<file path="src/rtl/ifm_pkg.sv">
// Shared types and constants for the inverter fault monitor.
// Used by ifm_cfg_regs, ifm_check and inverter_fault_monitor_unit; no dependencies.
package ifm_pkg;

  localparam int CfgIndexWidth = 3;
  localparam int CfgDataWidth  = 16;

  // Register indexes on the configuration port.
  typedef enum logic [CfgIndexWidth-1:0] {
    REG_PROTECT_OFF        = 3'd0,
    REG_ADC_HIGH_LIMIT     = 3'd1,
    REG_ADC_LOW_LIMIT      = 3'd2,
    REG_OVER_CURRENT_LIMIT = 3'd3,
    REG_OVER_VOLT_LEVEL    = 3'd4,
    REG_UNDER_VOLT_LEVEL   = 3'd5
  } reg_index_t;

  // Fault codes.
  localparam logic [2:0] FC_NONE       = 3'd0;
  localparam logic [2:0] FC_OC_U       = 3'd1;
  localparam logic [2:0] FC_OC_V       = 3'd2;
  localparam logic [2:0] FC_OVER_VOLT  = 3'd3;
  localparam logic [2:0] FC_UNDER_VOLT = 3'd4;

  // Debounce counter limits.
  localparam logic [2:0] COUNT_TRIP_ABOVE = 3'd5;
  localparam logic [2:0] COUNT_HOLD       = 3'd6;

  // Register reset values.
  localparam logic [11:0] ADC_HIGH_RESET     = 12'd4000;
  localparam logic [11:0] ADC_LOW_RESET      = 12'd100;
  localparam logic [15:0] OC_LIMIT_RESET     = 16'd4800;
  localparam logic [15:0] OVER_VOLT_RESET    = 16'd6720;
  localparam logic [15:0] UNDER_VOLT_RESET   = 16'd3200;

  typedef struct packed {
    logic               kind;
    logic [11:0]        adc_current_a;
    logic [11:0]        adc_current_b;
    logic signed [15:0] phase_current_a;
    logic signed [15:0] phase_current_b;
    logic [15:0]        dc_voltage;
    logic               run_flag;
  } in_word_t;

  typedef struct packed {
    logic [2:0]  fault_code;
    logic [15:0] fault_value;
    logic        tripped;
    logic        save_request;
  } out_word_t;

  typedef struct packed {
    logic        protect_off;
    logic [11:0] adc_high_limit;
    logic [11:0] adc_low_limit;
    logic [15:0] over_current_limit;
    logic [15:0] over_volt_level;
    logic [15:0] under_volt_level;
  } cfg_t;

  typedef struct packed {
    logic [2:0]  code;
    logic [15:0] value;
    logic [2:0]  ov_count_next;
    logic [2:0]  uv_count_next;
  } check_res_t;

endpackage

</file>
<file path="src/rtl/ifm_cfg_regs.sv">
// Configuration register file of the inverter fault monitor.
// Depends on ifm_pkg for the register index codes and the cfg_t bundle.
module ifm_cfg_regs (
  input  logic                                clk,
  input  logic                                rst,
  input  logic                                cfg_write,
  input  logic [ifm_pkg::CfgIndexWidth-1:0]   cfg_index,
  input  logic [ifm_pkg::CfgDataWidth-1:0]    cfg_data,
  output ifm_pkg::cfg_t                       cfg
);
  import ifm_pkg::*;

  always_ff @(posedge clk) begin
    if (rst) begin
      cfg.protect_off        <= 1'b0;
      cfg.adc_high_limit     <= ADC_HIGH_RESET;
      cfg.adc_low_limit      <= ADC_LOW_RESET;
      cfg.over_current_limit <= OC_LIMIT_RESET;
      cfg.over_volt_level    <= OVER_VOLT_RESET;
      cfg.under_volt_level   <= UNDER_VOLT_RESET;
    end else if (cfg_write) begin
      case (reg_index_t'(cfg_index))
        REG_PROTECT_OFF:        cfg.protect_off        <= cfg_data[0];
        REG_ADC_HIGH_LIMIT:     cfg.adc_high_limit     <= cfg_data[11:0];
        REG_ADC_LOW_LIMIT:      cfg.adc_low_limit      <= cfg_data[11:0];
        REG_OVER_CURRENT_LIMIT: cfg.over_current_limit <= cfg_data;
        REG_OVER_VOLT_LEVEL:    cfg.over_volt_level    <= cfg_data;
        REG_UNDER_VOLT_LEVEL:   cfg.under_volt_level   <= cfg_data;
        default: ;
      endcase
    end
  end

endmodule

</file>
<file path="src/rtl/ifm_check.sv">
// Trip evaluation for one check tick: current window and limit tests,
// voltage debounce counters. Purely combinational; depends on ifm_pkg.
module ifm_check (
  input  ifm_pkg::cfg_t       cfg,
  input  ifm_pkg::in_word_t   word,
  input  logic [2:0]          ov_count,
  input  logic [2:0]          uv_count,
  output ifm_pkg::check_res_t res
);
  import ifm_pkg::*;

  // Two's complement magnitude; the most negative value maps to 0x8000.
  function automatic logic [15:0] magnitude(input logic [15:0] v);
    return v[15] ? (~v + 16'd1) : v;
  endfunction

  // Up/down count without the ceiling applied; a value above COUNT_TRIP_ABOVE means the counter tripped.
  function automatic logic [2:0] count_step(input logic [2:0] cnt, input logic cond);
    logic [2:0] n;
    if (cond) begin
      n = cnt + 3'd1;
    end else if (cnt != 3'd0) begin
      n = cnt - 3'd1;
    end else begin
      n = cnt;
    end
    return n;
  endfunction

  logic [15:0] mag_a;
  logic [15:0] mag_b;
  logic        adc_a_bad;
  logic        adc_b_bad;
  logic [2:0]  ov_step;
  logic [2:0]  uv_step;
  logic        ov_trip;
  logic        uv_trip;

  assign mag_a     = magnitude(word.phase_current_a);
  assign mag_b     = magnitude(word.phase_current_b);
  assign adc_a_bad = (word.adc_current_a > cfg.adc_high_limit) ||
                     (word.adc_current_a < cfg.adc_low_limit);
  assign adc_b_bad = (word.adc_current_b > cfg.adc_high_limit) ||
                     (word.adc_current_b < cfg.adc_low_limit);
  assign ov_step   = count_step(ov_count, word.dc_voltage > cfg.over_volt_level);
  assign uv_step   = count_step(uv_count, word.dc_voltage < cfg.under_volt_level);
  assign ov_trip   = ov_step > COUNT_TRIP_ABOVE;
  assign uv_trip   = uv_step > COUNT_TRIP_ABOVE;

  always_comb begin
    res.code          = FC_NONE;
    res.value         = 16'd0;
    res.ov_count_next = ov_count;
    res.uv_count_next = uv_count;
    if (!cfg.protect_off) begin
      if (word.kind) begin
        if (adc_a_bad) begin
          res.code  = FC_OC_U;
          res.value = {4'd0, word.adc_current_a};
        end else if (adc_b_bad) begin
          res.code  = FC_OC_V;
          res.value = {4'd0, word.adc_current_b};
        end else if (mag_a > cfg.over_current_limit) begin
          res.code  = FC_OC_U;
          res.value = mag_a;
        end else if (mag_b > cfg.over_current_limit) begin
          res.code  = FC_OC_V;
          res.value = mag_b;
        end
      end else begin
        // The under-voltage counter is frozen on a tick where over-voltage trips.
        if (ov_trip) begin
          res.ov_count_next = COUNT_HOLD;
          res.code          = FC_OVER_VOLT;
          res.value         = word.dc_voltage;
        end else begin
          res.ov_count_next = ov_step;
          res.uv_count_next = uv_trip ? COUNT_HOLD : uv_step;
          if (uv_trip) begin
            res.code  = FC_UNDER_VOLT;
            res.value = word.dc_voltage;
          end
        end
      end
    end
  end

endmodule

</file>
<file path="src/rtl/inverter_fault_monitor_unit.sv">
// Top level of the inverter fault monitor: input register, trip evaluation,
// latched trip state and result register. Depends on ifm_pkg, ifm_cfg_regs, ifm_check.
//
//   channel  | signals                              | direction
//   ---------+--------------------------------------+----------
//   item     | item_valid, item_stall, item         | in
//   result   | result_valid, result_stall, result   | out
//   config   | cfg_write, cfg_index, cfg_data       | in
//
// One word is accepted per cycle while item_stall is low; it passes the input register, then the result register.
// The input register feeds the checks, and the counters and trip latch update
// as the word moves into the result register.
// A stalled result holds the result register; the input register then stalls too.
// Synchronous reset clears counters, trip latch, valids and loads register defaults.
module inverter_fault_monitor_unit (
  input  logic                                clk,
  input  logic                                rst,
  input  logic                                item_valid,
  output logic                                item_stall,
  input  ifm_pkg::in_word_t                   item,
  output logic                                result_valid,
  input  logic                                result_stall,
  output ifm_pkg::out_word_t                  result,
  input  logic                                cfg_write,
  input  logic [ifm_pkg::CfgIndexWidth-1:0]   cfg_index,
  input  logic [ifm_pkg::CfgDataWidth-1:0]    cfg_data
);
  import ifm_pkg::*;

  cfg_t       cfg;
  check_res_t chk;

  in_word_t    stage_word;
  logic        stage_valid;
  logic        stage_move;
  logic        out_free;

  logic [2:0]  ov_count;
  logic [2:0]  uv_count;
  logic        trip_latched;
  logic        save_latched;
  logic        trip_latched_next;
  logic        save_latched_next;

  ifm_cfg_regs u_cfg (
    .clk       (clk),
    .rst       (rst),
    .cfg_write (cfg_write),
    .cfg_index (cfg_index),
    .cfg_data  (cfg_data),
    .cfg       (cfg)
  );

  ifm_check u_check (
    .cfg      (cfg),
    .word     (stage_word),
    .ov_count (ov_count),
    .uv_count (uv_count),
    .res      (chk)
  );

  assign out_free   = !result_valid || !result_stall;
  assign stage_move = stage_valid && out_free;
  assign item_stall = stage_valid && !out_free;

  assign trip_latched_next = (chk.code != FC_NONE) ? 1'b1 : trip_latched;
  assign save_latched_next = (chk.code != FC_NONE) ? stage_word.run_flag : save_latched;

  always_ff @(posedge clk) begin
    if (rst) begin
      stage_valid <= 1'b0;
    end else if (!item_stall) begin
      stage_valid <= item_valid;
    end
  end

  always_ff @(posedge clk) begin
    if (item_valid && !item_stall) begin
      stage_word <= item;
    end
  end

  always_ff @(posedge clk) begin
    if (rst) begin
      result_valid <= 1'b0;
      ov_count     <= 3'd0;
      uv_count     <= 3'd0;
      trip_latched <= 1'b0;
      save_latched <= 1'b0;
    end else begin
      if (out_free) begin
        result_valid <= stage_valid;
      end
      if (stage_move) begin
        ov_count     <= chk.ov_count_next;
        uv_count     <= chk.uv_count_next;
        trip_latched <= trip_latched_next;
        save_latched <= save_latched_next;
      end
    end
  end

  always_ff @(posedge clk) begin
    if (stage_move) begin
      result.fault_code   <= chk.code;
      result.fault_value  <= chk.value;
      result.tripped      <= trip_latched_next;
      result.save_request <= save_latched_next;
    end
  end

  a_fault_sets_trip: assert property (@(posedge clk) disable iff (rst)
    result_valid && (result.fault_code != FC_NONE) |-> result.tripped)
    else $error("shown fault without trip state");

  a_trip_sticky: assert property (@(posedge clk) disable iff (rst)
    trip_latched |=> trip_latched)
    else $error("trip latch cleared without reset");

  a_count_ceiling: assert property (@(posedge clk) disable iff (rst)
    (ov_count <= COUNT_HOLD) && (uv_count <= COUNT_HOLD))
    else $error("debounce counter past its ceiling");

  a_protect_off_quiet: assert property (@(posedge clk) disable iff (rst)
    stage_move && cfg.protect_off |=> result.fault_code == FC_NONE)
    else $error("trip reported while protection is off");

  a_protect_off_counts: assert property (@(posedge clk) disable iff (rst)
    stage_move && cfg.protect_off |=> $stable(ov_count) && $stable(uv_count))
    else $error("counters moved while protection is off");

endmodule
</file>
<file path="config.mk">
export PLATFORM = sky130hd
export DESIGN_NAME = inverter_fault_monitor_unit
export DESIGN_NICKNAME = d
export VERILOG_FILES = /design/src/rtl/ifm_pkg.sv /design/src/rtl/ifm_cfg_regs.sv /design/src/rtl/ifm_check.sv /design/src/rtl/inverter_fault_monitor_unit.sv
export SDC_FILE = /design/constraint.sdc
export NUM_CORES = 1
export LEC_CHECK = 0
export BUFFER_PORTS_ARGS = -buffer_cell sky130_fd_sc_hd__buf_2
export CAP_MARGIN = 25
export CORE_MARGIN = 3
export CORE_UTILIZATION = 48
export CTS_CLUSTER_SIZE = 16
export DETAILED_ROUTE_END_ITERATION = 16
export PLACE_DENSITY_LB_ADDON = 0.3
export SYNTH_ARGS = -nofsm -noshare
export SYNTH_HDL_FRONTEND = slang
export SYNTH_SLANG_ARGS = --single-unit
</file>
<file path="constraint.sdc">
create_clock -name clk -period 5 [get_ports clk]
set_input_delay 1 -clock clk [delete_from_list [all_inputs] [get_ports clk]]
set_output_delay 1 -clock clk [all_outputs]
set_load 0.01 [all_outputs]
</file>
**Word-level counts from Yosys, hierarchy flattened**

Cells that the tools add are included.

- Add/sub/neg operators: 6
- $lt $le $gt $ge: 10
- Eq/ne operators: 5
- Mux-type cells: 19
- Bitwise operators: 5
- Reductions and logical operators: 22

Operator list:

| kind | number |
|---|---|
| 2-to-1 mux 19 bit | 5 |
| > comparator 16 bit | 3 |
| adder 16 x 1 -> 16 bit, second input constant | 2 |
| 2-to-1 mux 16 bit | 2 |
| NOT 16 bit | 2 |
| 2-to-1 mux 25 bit | 1 |
| > comparator 12 bit | 2 |
| less-than comparator 12 bit | 2 |
| 2-to-1 mux 22 bit | 1 |
| 2-to-1 mux 18 bit | 1 |
| 2-to-1 mux 3 bit | 6 |
| less-than comparator 16 bit | 1 |
| AND reduction 2 bit | 6 |
| nonzero test 3 bit | 3 |
| adder 3 x 1 -> 3 bit, second input constant | 2 |
| == test 3 x 2 -> 1 bit, second input constant | 2 |
| == test 3 bit, second input constant | 2 |
| > comparator 3 bit, second input constant | 2 |
| 2-to-1 mux 6 bit | 1 |
| subtractor 3 x 1 -> 3 bit, second input constant | 2 |
| logical NOT 1 bit | 4 |
| AND reduction 4 bit | 1 |
| == test 3 x 1 -> 1 bit, second input constant | 1 |
| logical AND 1 bit | 3 |
| other kinds (5) | 10 |

- Register bits: 178
- Input bits: 98
- Output and inout port bits: 23
- Logic and storage cells: 90

**Logic depth before layout (Yosys ltp)**

- Depth after elaboration: 12
- Gate-level depth with buffers: 17

**By module**

A second synthesis with hierarchy kept.

- Cell total of the unflattened synthesis: 1011
- Area total of the unflattened synthesis: 10507.6 um^2

Modules (own cells, without submodules):

| module | instances | cells each | area an instance (um^2) | sequential area each (um^2) |
|---|---|---|---|---|
| ifm_check | 1 | 603 | 4254.1 | 0.0 |
| inverter_fault_monitor_unit | 1 | 134 | 3248.1 | 3052.9 |
| ifm_cfg_regs | 1 | 274 | 3005.4 | 1461.4 |

**Least setup slack after synthesis**

No wires, ideal clock.

- Path kind: input port to flip-flop
- From: input port result_stall
- To: register stage_word[0] (netlist name), enable pin
- Library setup time: 515 ps
- Arrival time: 4524 ps
- Required time: 4485 ps
- Setup slack: -39 ps
- Cell stages on the path: 2
- Buffers on the path: 0
- Cell sequence: and3_1 -> nor2b_1

- Word-level cells in the longest chain between the ends: 6

RTL lines:

| what | RTL line | source |
|---|---|---|
| from (decl) | inverter_fault_monitor_unit.sv:22 | `input logic result_stall,` |
| logical NOT 1 bit | inverter_fault_monitor_unit.sv:62 | `assign out_free = !result_valid \|\| !result_stall;` |
| logical OR 1 bit | inverter_fault_monitor_unit.sv:62 |  |
| logical NOT 1 bit | inverter_fault_monitor_unit.sv:64 | `assign item_stall = stage_valid && !out_free;` |
| logical AND 1 bit | inverter_fault_monitor_unit.sv:64 |  |
| logical NOT 1 bit | inverter_fault_monitor_unit.sv:78 | `if (item_valid && !item_stall) begin` |
| logical AND 1 bit | inverter_fault_monitor_unit.sv:78 |  |
| to (signal assigned) | inverter_fault_monitor_unit.sv:79 | `stage_word <= item;` |
| to (decl) | inverter_fault_monitor_unit.sv:33 | `in_word_t stage_word;` |

No other way between the ends.
A chain may end at the register's enable or synchronous reset.

**Worst setup path in the final report**

- From: register stage_word[33] (netlist name)
- To: register result[9] (netlist name), data pin

- Word-level cells in the longest chain between the ends: 8

RTL lines:

| what | RTL line | source |
|---|---|---|
| NOT 16 bit | ifm_check.sv:14 | `return v[15] ? (~v + 16'd1) : v;` |
| adder 16 x 1 -> 16 bit | ifm_check.sv:14 |  |
| 2-to-1 mux 16 bit (*) | ifm_check.sv:14 |  |
| > comparator 16 bit | ifm_check.sv:63 | `end else if (mag_a > cfg.over_current_limit) begin` |
| 2-to-1 mux 19 bit (*) | ifm_check.sv:63 |  |
| 2-to-1 mux 19 bit (*) | ifm_check.sv:60 | `end else if (adc_b_bad) begin` |
| 2-to-1 mux 19 bit (*) | ifm_check.sv:57 | `if (adc_a_bad) begin` |
| 2-to-1 mux 19 bit (*) | ifm_check.sv:56 | `if (word.kind) begin` |
| to (decl) | inverter_fault_monitor_unit.sv:23 | `output ifm_pkg::out_word_t result,` |

Mark *: on every way between the ends. The rest lies on a longest branch, timed or not.

==> metrics.md <==
| Metric | Value |
|---|---|
| Status | finished clean |
| Routed WL | 27,600 µm |
| Storage element area | 0.00451 mm² |
| Antenna cells | 0 |
| Reg clk slew, reported paths | 0.07 ns |
| Pleak | 4.60 nW |
| Multi-input gate area | 0.00498 mm² |
| Post-layout util | 0.564 |
| Final setup violating endpoints | 0 |
| Synthesized area per cell | 9.57 µm² |
| Hold_ws | 0.456 ns |
| Number of synthesized flops with an enable pin | 95 |
| H-tree depth | 4 |
| Core area | 0.0203 mm² |
| Final max-slew violation count | 0 |
| Synthesized cell area | 0.00995 mm² |
| Die area | 0.0225 mm² |
| First-pass iteration count of the detailed router | 8 |
| Hold Startpoint | u_cfg.cfg[52] |
| Global-route wire length before repair | 42,700 µm |
| Input/output buffers | 120 |
| Finished Cell Area | 0.0114 mm² |
| Clk buf depth | 2 |
| Global route overflow | 0 |
| CP required | 5.15 ns |
| Clock sinks | 178 |
| Rel. slew slack | 0.336 |
| Initial antenna violation count | 1 |
| Pre-CTS WS | 0.439 ns |
| Post-synth cell types | 65 |
| Final period util | 0.942 |
| Synth area leaders | edfxtp_1, dfxtp_1, ha_1 |
| Maxcap violations | 0 |
| Initial Util | 0.490 |
| Cts hold-fix bufs | 0 |
| CTS tree | done |
| Crit Reg-Reg Endpoint | result[9] |
| Fin cells | 1,435 |
| Hold Path Cell Cnt | 2 |
| Share of cells above drive strength 1 | 0.147 |
| RePlAce Congestion | 0.948 |
| Critical Path Sink Type | flip-flop |
| IO Pins | 121 |
| Yosys top cell by area | edfxtp_1 |
| Largest net degree at the start of global routing | 75 |
| # fillers | 1,865 |
| Tmin final | 4.71 ns |
| Final ANT Viol Nets | 0 |
| Yosys warnings | 0 |
| CP startpoint kind | flip-flop |
| Die width | 150 µm |
| Fmax | 0.212 GHz |
| Final #Nets | 1,367 |
| Slew @ Worst Pin | 0.993 ns |
| Worst r2r path cells | 16 |
| R2R setup slack | 0.29 ns |
| DR vias/cell | 5.83 |
| Worst EP arrival | 4.86 ns |
| Post-CTS sizing | 0 |
| Num CTS Buffers | 17 |
| Most used flip-flop cell after synthesis | edfxtp_1 |
| Worst Path Max Fanout | 10 |
| Row count | 52 |
| Final hold vios | 0 |
| Worst Slack Setup Final | 0.292 ns |
| #FFs+latches synth | 178 |
| Vias | 8,369 |
| Worst Hold Endpoint | u_cfg.cfg[52] |
| Top cell type's share of synthesized area | 0.287 |
| Clk_lat worst skew | 0.43 ns |
| GRT Overall Usage | 0.247 |
| Peak supply drop | 0.000209 V |
| Skew final | 0.0126 ns |
| HP Class | reg2reg |
| Total power | 3.60 mW |
| Vias in the first global route | 7,980 |
| Routed wire per std cell | 19.2 µm |
| HPWL after DPL | 20,900 µm |
| DRT iter0 DRCs | 739 |
| Syn Nets | 1,254 |
| RSZ-0062 raised after global routing | no |
| Sum Neg Setup Slack | 0 ns |
| WS Path Type | reg2reg |
| Inst Count DP | 1,402 |
| Die H | 150 µm |
| Dpl cell area | 0.0108 mm² |
| Post-Syn Instances | 1,039 |
| CTS Root Cell | clkbuf_16 |
| R2r startpoint | stage_word[33] |
| Area Growth Syn to Fin | 15.0% |
| Register area share after synthesis | 0.454 |
| Detailed-route DRC error count | 0 |
| Async SR Flop Fraction | 0 |
| Postcts setup bufs | 0 |
| P per Cell Area | 315 mW/mm² |
-- worst max-delay path: stages (launching register included) --
cell and delay, ns:
edfxtp_1 0.45, inv_1 0.11, ha_1 0.16, nand2b_1 0.06, or4_1 0.47, or3_1 0.38, o41ai_2 0.24, xnor2_1 0.14
ha_1 0.33, nand4_1 0.16, or2_2 0.36, o221a_2 0.29, o22a_1 0.29, buf_4 0.21, a32o_1 0.24, a222oi_1 0.38
o21ai_0 0.16
-- cell usage in the layout, fill, tap and decap left out, types with 12 or more instances in the layout --
cell type	synthesis	layout
nand4_1	19	19
nor2_1	39	39
ha_1	117	117
a21oi_1	104	104
dfxtp_1	83	83
nand3_1	21	21
edfxtp_1	95	95
buf_2	1	120
clkbuf_16	0	20
xnor2_1	25	25
nand2b_1	12	12
nor2b_1	14	13
nand2_1	182	182
nand3b_1	12	12
inv_1	90	90
o21ai_0	40	40
a32o_1	14	14
-- power breakdown --
group	internal (mW)	total, mW	switching, mW
clock	0.799	1.39	0.593
sequential	1.62	1.69	0.0682
combinational	0.216	0.522	0.306
total	2.63	3.60	0.967
-- sequential cells by signal (all words and copies together) (netlist names) --
signal        cells
save_latched      1
result_valid      1
stage_valid       1
u_cfg.cfg        73
result           21
stage_word       74
trip_latched      1
uv_count          3
ov_count          3
-- per-layer routing --
metal  global-route usage  vias up  wire length (µm)
met5                    0        -                 7
met4                0.103        2              1180
met3               0.0494       73              1530
met2                0.410      323             13000
met1                0.316     3985             11900
li1                     -     3986                 -
-- cells by family after synthesis --
kind of cell / count (synthesis) / share of synthesized area
and+or+nand+nor: 350 / 0.166
AOI/OAI and AO/OA: 239 / 0.158
DFF: 178 / 0.454
buffers and inverters: 124 / 0.0469
adders and majority gates: 117 / 0.147
xor gates and xnor gates: 26 / 0.0229
muxes: 5 / 0.00516
-- worst max path at each step --
stage / to / start / cells after the start
global route: result[9] / stage_word[33] / 16
floorplan: result[10] / stage_word[35] / 14
finish: result[9] / stage_word[33] / 16
detailed placement: result[2] / stage_word[33] / 17
CTS: result[9] / stage_word[33] / 16
global placement: result[2] / stage_word[33] / 17
-- layout make-up --
class | count | share of cell area
Tap cell | 270 | 0.0295
Sequential cell | 178 | 0.395
Timing Repair Buffer | 128 | 0.0577
Clock inverter | 8 | 0.00755
Clock buffer | 24 | 0.0459
Inverter | 90 | 0.0295
Multi-Input combinational cell | 737 | 0.435
-- cell usage after synthesis (7+ instances only) --
master	n
inv_1	90
edfxtp_1	95
nand4_1	19
nor3_1	10
a32o_1	14
nand2b_1	12
nor2_1	39
o21ai_0	40
a21oi_1	104
nand3_1	21
a211o_1	10
clkbuf_1	32
a222oi_1	10
ha_1	117
nand2_1	182
nand3b_1	12
o211ai_1	7
nor2b_1	14
dfxtp_1	83
o31ai_1	9
xnor2_1	25
(Power assumes the default switching activity.)
